`src/rtl/cbt_pkg.sv`:
```
`default_nettype none
// ----------------------------------------------------------------------------
// cbt_pkg
// Shared sizes, command and result codes, and types for the callback timer
// table.
// ----------------------------------------------------------------------------
package cbt_pkg;

   localparam int SLOTS      = 16;
   localparam int LEVELS     = 4;
   localparam int SLOT_IDX_W = (SLOTS > 1) ? $clog2(SLOTS) : 1;
   localparam int CTX_IDX_W  = $clog2(LEVELS + 1);

   localparam int CMD_W  = 3;
   localparam int ID_W   = 8;
   localparam int TIME_W = 32;
   localparam int CTX_W  = 3;

   localparam logic [CMD_W-1:0] CMD_TICK        = 3'd0;
   localparam logic [CMD_W-1:0] CMD_REGISTER    = 3'd1;
   localparam logic [CMD_W-1:0] CMD_CHANGE      = 3'd2;
   localparam logic [CMD_W-1:0] CMD_SET_DELAY   = 3'd3;
   localparam logic [CMD_W-1:0] CMD_SET_TIMEOUT = 3'd4;
   localparam logic [CMD_W-1:0] CMD_QUERY       = 3'd5;

   localparam logic [1:0] KIND_FIRED  = 2'd0;
   localparam logic [1:0] KIND_STATUS = 2'd1;
   localparam logic [1:0] KIND_QUERY  = 2'd2;

   localparam logic [1:0] STAT_OK   = 2'd0;
   localparam logic [1:0] STAT_FULL = 2'd1;
   localparam logic [1:0] STAT_BUSY = 2'd2;

   typedef struct packed {
      logic [ID_W-1:0]          id;
      logic signed [TIME_W-1:0] count;
   } slot_type;

   typedef struct packed {
      logic              tick;
      logic              set_delay;
      logic              set_timeout;
      logic [CTX_W-1:0]  ctx;
      logic [TIME_W-1:0] value;
   } cnt_req_type;

   typedef struct packed {
      logic delay_pending;
      logic timeout_expired;
      logic thread_busy;
   } cnt_rsp_type;

endpackage
`default_nettype wire

```
`src/rtl/cbt_counters.sv`:
```
`default_nettype none
// ----------------------------------------------------------------------------
// cbt_counters
// Delay and timeout counters for thread context and each ISR level, with
// tick decrement, loads and a query view of one context.
// ----------------------------------------------------------------------------
module cbt_counters
   import cbt_pkg::*;
(
   input  wire logic        clock,
   input  wire logic        reset,
   input  wire cnt_req_type req,
   output cnt_rsp_type      rsp
);

   // entry 0 is thread context, entry n is ISR level n-1
   logic [TIME_W-1:0] delay_ff   [0:LEVELS];
   logic [TIME_W-1:0] delay_in   [0:LEVELS];
   logic [TIME_W-1:0] timeout_ff [0:LEVELS];
   logic [TIME_W-1:0] timeout_in [0:LEVELS];

   logic [7:0]           ctx_w;
   logic                 ctx_ok;
   logic [CTX_IDX_W-1:0] sel;

   assign ctx_w  = 8'(req.ctx);
   assign ctx_ok = ctx_w <= 8'(LEVELS);
   assign sel    = ctx_ok ? ctx_w[CTX_IDX_W-1:0] : '0;

   always_comb begin
      for (int i = 0; i <= LEVELS; i++) begin
         delay_in[i]   = delay_ff[i];
         timeout_in[i] = timeout_ff[i];
         if (req.tick) begin
            if (delay_ff[i] != '0) delay_in[i] = delay_ff[i] - TIME_W'(1);
            if (timeout_ff[i] != '0) timeout_in[i] = timeout_ff[i] - TIME_W'(1);
         end
         // thread delay loads only when it has run out
         if (req.set_delay && ctx_ok && sel == CTX_IDX_W'(i)
             && !(i == 0 && delay_ff[0] != '0)) begin
            delay_in[i] = req.value;
         end
         if (req.set_timeout && ctx_ok && sel == CTX_IDX_W'(i)) begin
            timeout_in[i] = req.value;
         end
      end
   end

   always_ff @(posedge clock) begin
      if (reset) begin
         for (int i = 0; i <= LEVELS; i++) begin
            delay_ff[i]   <= '0;
            timeout_ff[i] <= '0;
         end
      end else begin
         for (int i = 0; i <= LEVELS; i++) begin
            delay_ff[i]   <= delay_in[i];
            timeout_ff[i] <= timeout_in[i];
         end
      end
   end

   assign rsp.delay_pending   = ctx_ok && (delay_ff[sel] != '0);
   assign rsp.timeout_expired = !ctx_ok || (timeout_ff[sel] == '0);
   assign rsp.thread_busy     = delay_ff[0] != '0;

endmodule
`default_nettype wire

```
`src/rtl/callback_timer_table_top.sv`:
```
`default_nettype none
// ----------------------------------------------------------------------------
// callback_timer_table_top
// Table of timed callback slots with delay and timeout counters per context.
// ----------------------------------------------------------------------------
// A request is taken when start is high and busy is low. Set delay, set
// timeout, query and unused commands finish in the cycle they are taken and
// answer in the next cycle, so a new request may follow at once. Tick, register
// and change walk the slot memory through its single read port, one slot a
// cycle, and hold busy through the walk: a read of each slot, its registered
// read data, and a flush state that closes the walk. A tick reports every
// slot that reaches zero in slot order; the walk holds back each fired slot
// until the next one or the end of the walk is seen, so the final report
// carries last. Register and change write their slot at the end of the walk.
// Results stand on the rsp_ ports for exactly one cycle, marked by rsp_valid;
// the receiver cannot stall them. The slot memory needs no clearing pass: a
// valid bit per slot, cleared by reset, makes an unwritten slot read as empty.
// ----------------------------------------------------------------------------
module callback_timer_table_top
   import cbt_pkg::*;
(
   input  wire logic                     clock,
   input  wire logic                     reset,
   input  wire logic                     start,
   output logic                          busy,
   input  wire logic [CMD_W-1:0]         req_command,
   input  wire logic [ID_W-1:0]          req_callback_id,
   input  wire logic signed [TIME_W-1:0] req_time_ms,
   input  wire logic [CTX_W-1:0]         req_context_req,
   output logic                          rsp_valid,
   output logic [1:0]                    rsp_result_kind,
   output logic [ID_W-1:0]               rsp_fired_id,
   output logic [1:0]                    rsp_status,
   output logic                          rsp_delay_pending,
   output logic                          rsp_timeout_expired,
   output logic                          rsp_last
);

   localparam logic [1:0] ST_IDLE  = 2'd0;
   localparam logic [1:0] ST_WALK  = 2'd1;
   localparam logic [1:0] ST_FLUSH = 2'd2;

   localparam logic [SLOT_IDX_W-1:0] LAST_SLOT = SLOT_IDX_W'(SLOTS - 1);

   // slot memory and its valid bits
   slot_type   slot_mem [SLOTS];
   logic [SLOTS-1:0] valid_ff;
   slot_type   rd_data_ff;
   logic       rd_vld_ff;
   logic       wr_en;
   logic [SLOT_IDX_W-1:0] wr_idx;
   slot_type   wr_data;

   // control
   logic [1:0] state_ff, state_in;
   logic [CMD_W-1:0] cmd_ff, cmd_in;
   logic [ID_W-1:0]  id_ff, id_in;
   logic signed [TIME_W-1:0] time_ff, time_in;
   logic [SLOT_IDX_W-1:0] rd_idx_ff, rd_idx_in;
   logic       iss_ff, iss_in;
   logic       pipe_vld_ff, pipe_vld_in;
   logic [SLOT_IDX_W-1:0] pipe_idx_ff, pipe_idx_in;
   logic       match_vld_ff, match_vld_in;
   logic [SLOT_IDX_W-1:0] match_idx_ff, match_idx_in;
   logic       free_vld_ff, free_vld_in;
   logic [SLOT_IDX_W-1:0] free_idx_ff, free_idx_in;
   logic       pend_vld_ff, pend_vld_in;
   logic [ID_W-1:0] pend_id_ff, pend_id_in;

   // result register
   logic       rsp_valid_ff, rsp_valid_in;
   logic [1:0] rsp_kind_ff, rsp_kind_in;
   logic [ID_W-1:0] rsp_id_ff, rsp_id_in;
   logic [1:0] rsp_status_ff, rsp_status_in;
   logic       rsp_dp_ff, rsp_dp_in;
   logic       rsp_te_ff, rsp_te_in;
   logic       rsp_last_ff, rsp_last_in;

   cnt_req_type cnt_req;
   cnt_rsp_type cnt_rsp;
   slot_type    cur;
   logic        accept;
   logic        cur_pos;

   cbt_counters u_counters (
      .clock (clock),
      .reset (reset),
      .req   (cnt_req),
      .rsp   (cnt_rsp)
   );

   assign busy    = state_ff != ST_IDLE;
   assign accept  = start && !busy;
   // an unwritten slot reads as empty
   assign cur     = rd_vld_ff ? rd_data_ff : '0;
   assign cur_pos = !cur.count[TIME_W-1] && (cur.count != '0);

   always_comb begin
      state_in     = state_ff;
      cmd_in       = cmd_ff;
      id_in        = id_ff;
      time_in      = time_ff;
      rd_idx_in    = rd_idx_ff;
      iss_in       = iss_ff;
      pipe_vld_in  = 1'b0;
      pipe_idx_in  = pipe_idx_ff;
      match_vld_in = match_vld_ff;
      match_idx_in = match_idx_ff;
      free_vld_in  = free_vld_ff;
      free_idx_in  = free_idx_ff;
      pend_vld_in  = pend_vld_ff;
      pend_id_in   = pend_id_ff;

      rsp_valid_in  = 1'b0;
      rsp_kind_in   = KIND_STATUS;
      rsp_id_in     = '0;
      rsp_status_in = STAT_OK;
      rsp_dp_in     = 1'b0;
      rsp_te_in     = 1'b0;
      rsp_last_in   = 1'b0;

      wr_en   = 1'b0;
      wr_idx  = pipe_idx_ff;
      wr_data = '0;

      cnt_req.tick        = 1'b0;
      cnt_req.set_delay   = 1'b0;
      cnt_req.set_timeout = 1'b0;
      cnt_req.ctx         = req_context_req;
      cnt_req.value       = req_time_ms;

      case (state_ff)
         ST_IDLE: begin
            if (accept) begin
               cmd_in  = req_command;
               id_in   = req_callback_id;
               time_in = req_time_ms;
               case (req_command)
                  CMD_TICK, CMD_REGISTER, CMD_CHANGE: begin
                     // a tick steps the counters now; slots follow in the walk
                     cnt_req.tick = req_command == CMD_TICK;
                     state_in     = ST_WALK;
                     rd_idx_in    = '0;
                     iss_in       = 1'b1;
                     match_vld_in = 1'b0;
                     free_vld_in  = 1'b0;
                     pend_vld_in  = 1'b0;
                  end
                  CMD_SET_DELAY: begin
                     cnt_req.set_delay = 1'b1;
                     rsp_valid_in  = 1'b1;
                     rsp_last_in   = 1'b1;
                     rsp_status_in = (req_context_req == '0 && cnt_rsp.thread_busy)
                                     ? STAT_BUSY : STAT_OK;
                  end
                  CMD_SET_TIMEOUT: begin
                     cnt_req.set_timeout = 1'b1;
                     rsp_valid_in = 1'b1;
                     rsp_last_in  = 1'b1;
                  end
                  CMD_QUERY: begin
                     rsp_valid_in = 1'b1;
                     rsp_last_in  = 1'b1;
                     rsp_kind_in  = KIND_QUERY;
                     rsp_dp_in    = cnt_rsp.delay_pending;
                     rsp_te_in    = cnt_rsp.timeout_expired;
                  end
                  default: begin
                     rsp_valid_in = 1'b1;
                     rsp_last_in  = 1'b1;
                  end
               endcase
            end
         end

         ST_WALK: begin
            // issue side: advance the read address one slot a cycle
            if (iss_ff) begin
               pipe_vld_in = 1'b1;
               pipe_idx_in = rd_idx_ff;
               if (rd_idx_ff == LAST_SLOT) iss_in = 1'b0;
               else rd_idx_in = rd_idx_ff + SLOT_IDX_W'(1);
            end
            // process side: slot read in the previous cycle
            if (pipe_vld_ff) begin
               if (cmd_ff == CMD_TICK) begin
                  if (cur_pos) begin
                     wr_en         = 1'b1;
                     wr_data.id    = cur.id;
                     wr_data.count = cur.count - 32'sd1;
                     if (cur.count == 32'sd1) begin
                        // release the held report, hold this one
                        if (pend_vld_ff) begin
                           rsp_valid_in = 1'b1;
                           rsp_kind_in  = KIND_FIRED;
                           rsp_id_in    = pend_id_ff;
                        end
                        pend_vld_in = 1'b1;
                        pend_id_in  = cur.id;
                     end
                  end
               end else begin
                  if (cmd_ff == CMD_CHANGE && !match_vld_ff && cur.id == id_ff) begin
                     match_vld_in = 1'b1;
                     match_idx_in = pipe_idx_ff;
                  end
                  if (!free_vld_ff && cur.count == '0) begin
                     free_vld_in = 1'b1;
                     free_idx_in = pipe_idx_ff;
                  end
               end
               if (pipe_idx_ff == LAST_SLOT) state_in = ST_FLUSH;
            end
         end

         ST_FLUSH: begin
            state_in = ST_IDLE;
            if (cmd_ff == CMD_TICK) begin
               if (pend_vld_ff) begin
                  rsp_valid_in = 1'b1;
                  rsp_kind_in  = KIND_FIRED;
                  rsp_id_in    = pend_id_ff;
                  rsp_last_in  = 1'b1;
               end
               pend_vld_in = 1'b0;
            end else begin
               rsp_valid_in  = 1'b1;
               rsp_last_in   = 1'b1;
               wr_data.id    = id_ff;
               wr_data.count = time_ff;
               if (match_vld_ff) begin
                  wr_en  = 1'b1;
                  wr_idx = match_idx_ff;
               end else if (free_vld_ff) begin
                  wr_en  = 1'b1;
                  wr_idx = free_idx_ff;
               end else begin
                  rsp_status_in = STAT_FULL;
               end
            end
         end

         default: begin
            state_in = ST_IDLE;
         end
      endcase
   end

   // slot memory: one write, one registered read per cycle
   always_ff @(posedge clock) begin
      if (wr_en) slot_mem[wr_idx] <= wr_data;
      rd_data_ff <= slot_mem[rd_idx_ff];
   end

   always_ff @(posedge clock) begin
      if (reset) begin
         valid_ff  <= '0;
         rd_vld_ff <= 1'b0;
      end else begin
         rd_vld_ff <= valid_ff[rd_idx_ff];
         if (wr_en) valid_ff[wr_idx] <= 1'b1;
      end
   end

   always_ff @(posedge clock) begin
      if (reset) begin
         state_ff     <= ST_IDLE;
         iss_ff       <= 1'b0;
         pipe_vld_ff  <= 1'b0;
         match_vld_ff <= 1'b0;
         free_vld_ff  <= 1'b0;
         pend_vld_ff  <= 1'b0;
         rsp_valid_ff <= 1'b0;
      end else begin
         state_ff     <= state_in;
         iss_ff       <= iss_in;
         pipe_vld_ff  <= pipe_vld_in;
         match_vld_ff <= match_vld_in;
         free_vld_ff  <= free_vld_in;
         pend_vld_ff  <= pend_vld_in;
         rsp_valid_ff <= rsp_valid_in;
      end
   end

   always_ff @(posedge clock) begin
      cmd_ff        <= cmd_in;
      id_ff         <= id_in;
      time_ff       <= time_in;
      rd_idx_ff     <= rd_idx_in;
      pipe_idx_ff   <= pipe_idx_in;
      match_idx_ff  <= match_idx_in;
      free_idx_ff   <= free_idx_in;
      pend_id_ff    <= pend_id_in;
      rsp_kind_ff   <= rsp_kind_in;
      rsp_id_ff     <= rsp_id_in;
      rsp_status_ff <= rsp_status_in;
      rsp_dp_ff     <= rsp_dp_in;
      rsp_te_ff     <= rsp_te_in;
      rsp_last_ff   <= rsp_last_in;
   end

   assign rsp_valid           = rsp_valid_ff;
   assign rsp_result_kind     = rsp_kind_ff;
   assign rsp_fired_id        = rsp_id_ff;
   assign rsp_status          = rsp_status_ff;
   assign rsp_delay_pending   = rsp_dp_ff;
   assign rsp_timeout_expired = rsp_te_ff;
   assign rsp_last            = rsp_last_ff;

endmodule
`default_nettype wire

```
`config.mk`:
```
export PLATFORM = sky130hd
export DESIGN_NAME = callback_timer_table_top
export DESIGN_NICKNAME = d
export VERILOG_FILES = /design/src/rtl/cbt_pkg.sv /design/src/rtl/cbt_counters.sv /design/src/rtl/callback_timer_table_top.sv
export SDC_FILE = /design/constraint.sdc
export NUM_CORES = 2
export LEC_CHECK = 0
export ABC_CLOCK_PERIOD_IN_PS = 19470
export BUFFER_PORTS_ARGS = -buffer_cell sky130_fd_sc_hd__buf_4
export CAP_MARGIN = 20
export CELL_PAD_IN_SITES_DETAIL_PLACEMENT = 1
export CELL_PAD_IN_SITES_GLOBAL_PLACEMENT = 1
export CORE_MARGIN = 2
export CORE_UTILIZATION = 55
export DETAILED_ROUTE_END_ITERATION = 10
export HOLD_SLACK_MARGIN = 0.05
export PLACE_DENSITY_LB_ADDON = 0.15
export SETUP_SLACK_MARGIN = 0.4
export SLEW_MARGIN = 20
export SYNTH_ARGS = -nofsm -noshare
export SYNTH_HDL_FRONTEND = slang
export SYNTH_SLANG_ARGS = --single-unit
export TNS_END_PERCENT = 10
```
`constraint.sdc`:
```
create_clock -name clock -period 19.47 [get_ports clock]
set_input_delay 4.8675 -clock clock [delete_from_list [all_inputs] [get_ports clock]]
set_output_delay 4.8675 -clock clock [all_outputs]
set_load 0.01 [all_outputs]
```
==> flow_summary.json <==
{
  "outcome": "finished clean",
  "fmax_ghz": 0.131,
  "cts.sinks": 1107,
  "die_area_mm2": 0.0910,
  "hold_path_end": "rsp_fired_id[1]$_DFF_P_",
  "path_class": "in -> reg",
  "min_period_ps": 7650,
  "ant_nets": 0,
  "end_kind": "flip-flop",
  "grt_pass1_wl_mm": 243,
  "power_density_mw_per_mm2": 114,
  "swShare_pct": 31.0,
  "worst_clock_skew_ps": 24.1,
  "layout.nets": 3946,
  "netlist_instances": 3883,
  "drv_cap": 0,
  "setup_viol": 0,
  "wl_mm": 164,
  "synth-seq-cells": 1107,
  "worstMarginPinSlew_ps": 1130,
  "pwr-share-seq_pct": 43.2,
  "ctsHoldBuffers": 0,
  "syn_nets": 3951,
  "cts_post_setup_buffers_inserted": 0,
  "hold_viol": 0,
  "ys_seq_area_share_pct": 60.0,
  "cts.clk_slew.worst_paths_ps": 70,
  "die_y_um": 302,
  "cp-start-kind": "primary input",
  "ir_worst_vdd_v": 0.000135,
  "ys_warn_count": 0,
  "clock_path_buffers": 3,
  "via_per_inst": 7.11,
  "intPower_mw": 4.26,
  "htreeDepth": 3,
  "synth_cell_types": 97,
  "tns_ps": 0,
  "pwr-share-clk_pct": 36.0,
  "cts_root_buffer": "clkbuf_16",
  "async_reset_ff_share_pct": 0,
  "synth_top_cell_area_share_pct": 43.6,
  "synth.most_common_cell": "edfxtp_1",
  "ys_top_cells_by_count": "707 x edfxtp_1, 400 x dfxtp_1, 319 x nor2_1, 262 x nand2_1, 210 x a21oi_1",
  "post-dp-hpwl_mm": 91.7,
  "cts-resized-gates": 0,
  "syn_area_mm2": 0.0487,
  "cts_tree": "yes",
  "grt_antenna_before_repair": 8,
  "rsz0062_at_grt": "no",
  "p_comb_share_pct": 20.8,
  "grt-ovfl-total": 0,
  "power_leakage_nw": 18.1,
  "wl_per_cell_um": 31.8,
  "syn_avg_cell_area_um2": 12.5,
  "place_area_mm2": 0.0503,
  "synth-edff-count": 707,
  "drt_pre_antenna_iters": 6,
  "fin_area_mm2": 0.0542,
  "core_area_mm2": 0.0881,
  "place_congestion": 0.858,
  "synth_area_leaders": "edfxtp_1 44%, dfxtp_1 16%, mux4_2 9.5%, nor2_1 2.5%, a21oi_1 2.2%",
  "period_share_pct": 39.3,
  "syn_to_final_growth_pct": 11.2,
  "drive_gt1_share_pct": 15.2,
  "hold_path_depth": 1,
  "drc": 0,
  "ys.flop_type": "edfxtp_1",
  "slew_violations": 0,
  "grt_max_degree": 147,
  "rr_worst_depth": 10,
  "min_path_type": "reg -> reg",
  "met1_usage_pct": 49.7,
  "drt_iter0_drc": 5041,
  "switchingPower_mw": 1.92,
  "cts-buffers-inserted": 113,
  "fillCellCount": 8631,
  "gr-usage-met2_pct": 55.5,
  "cp_data_required_time_ps": 20020,
  "r2r-end": "slot_mem[7][20]$_DFFE_PP_",
  "num_vias": 36587,
  "initial_core_util_pct": 55.3,
  "grt_pass1_vias": 37577,
  "cp_max_fo": 44,
  "rrSetupSlack_ps": 15030,
  "p_total_mw": 6.17,
  "hp-start": "pend_id_ff[1]$_DFFE_PP_",
  "die_w_um": 302,
  "final_core_util_pct": 61.5,
  "arrival_ps": 8200,
  "grt_usage_pct": 35.9,
  "rr_startpoint": "rd_vld_ff$_SDFF_PP0_",
  "netlist.top_cell.by_area": "edfxtp_1",
  "clock_latency_ps": 710,
  "busiest_layer": "met2",
  "io_buffers": 65,
  "gr-usage-met3_pct": 7.84,
  "core.rowCount": 109,
  "relSlewSlack_pct": 24.1,
  "io_pins": 66
}
[power groups by stage]
| stage | registers [mW] | logic, mW | clock network, mW |
|---|---|---|---|
| floorplan | 2.67 | 0.872 | 0 |
| global placement | 2.70 | 1.15 | 0 |
| detailed placement | 2.71 | 1.20 | 0 |
| CTS | 2.66 | 1.22 | 2.24 |
| global route | 2.68 | 1.38 | 2.32 |
| finish | 2.67 | 1.28 | 2.22 |
[worst max-delay path: stages]
cell	delay (ps)
buf_4	130
nand3b_1	420
nor2_4	610
buf_4	610
o31a_1	850
nand2_1	260
o211ai_1	280
a21oi_1	110
[worst max path at each step]
stage / from / endpoint / slack (ps) / cells after the start
after detailed placement: req_command[1] / u_counters.timeout_ff[0][23]$_SDFFE_PP0P_ / 11290 / 8
after CTS: req_command[1] / u_counters.timeout_ff[4][12]$_SDFFE_PP0P_ / 12020 / 8
after global placement: req_command[1] / u_counters.timeout_ff[0][23]$_SDFFE_PP0P_ / 11440 / 8
after global routing: req_command[1] / u_counters.timeout_ff[4][29]$_SDFFE_PP0P_ / 11740 / 8
after floorplan: start / u_counters.delay_ff[1][0]$_SDFFE_PP0P_ / 12120 / 9
final: req_command[1] / u_counters.timeout_ff[4][25]$_SDFFE_PP0P_ / 11820 / 8
[routing by layer]
metal | up-vias | wire length [µm]
li1 | 15247 | -
met1 | 18698 | 64900
met2 | 2172 | 75400
met3 | 466 | 16600
met4 | 4 | 6970
met5 | - | 32
[stage by stage]
stage	setup WS (ps)	hold slack, ps	cells
finish	11820	457	5146
global route	11740	467	5142
CTS	12020	452	5139
detailed placement	11290	437	4925
global placement	11440	434	4925
floorplan	12120	415	3883
[flip-flops by register name, summed over array words and instances (netlist names), 8 cells and up]
register and flops:
id_ff 8, valid_ff 16, rd_data_ff 40, time_ff 32, u_counters.delay_ff 160, u_counters.timeout_ff 160, rsp_fired_id 8, pend_id_ff 8
slot_mem 640
[cell usage in the layout, fill, tap and decap left out, types with 17 or more instances in the layout]
master / instances
o21ai_1: 28
nand4_1: 33
a21oi_1: 207
a31oi_1: 70
and3_1: 24
dfxtp_1: 399
nor3_1: 127
nor4_1: 114
clkinv_2: 26
a32oi_1: 27
buf_4: 125
xnor2_1: 79
or2_2: 19
clkbuf_1: 27
a221oi_1: 30
a22oi_1: 58
and2_1: 43
or3_1: 74
o21ai_0: 95
nand2b_1: 17
a211oi_1: 60
edfxtp_1: 707
o311ai_0: 36
nand2_1: 262
nor2_1: 302
ha_1: 19
xor2_1: 39
nand3_1: 101
o211ai_1: 42
mux4_2: 205
clkbuf_16: 114
or4_1: 52
inv_1: 54
[final cells by class]
class / instances / area, µm² / share of cell area (%)
Antenna cell: 4 / 10.0 / 0.0185
Clock buffer: 149 / 3060 / 5.66
Clock inverter: 65 / 692 / 1.28
Inverter: 56 / 210 / 0.388
Multi-Input combinational cell: 2470 / 18500 / 34.1
Sequential cell: 1107 / 29200 / 54.0
Tap cell: 1165 / 1460 / 2.69
Timing Repair Buffer: 130 / 1020 / 1.88
[kinds of logic after synthesis]
logic type               after synthesis  share of synthesized area [%]
buffers and inverters                306                           2.44
AND/OR/NAND/NOR                     1300                           13.8
AO/OA/AOI/OAI                        808                           11.2
XOR/XNOR                             118                           2.12
flip-flops                          1107                           60.0
adder cells (fa/ha/maj)               20                          0.509
multiplexers                         224                           9.90
(Power assumes the default switching activity.)
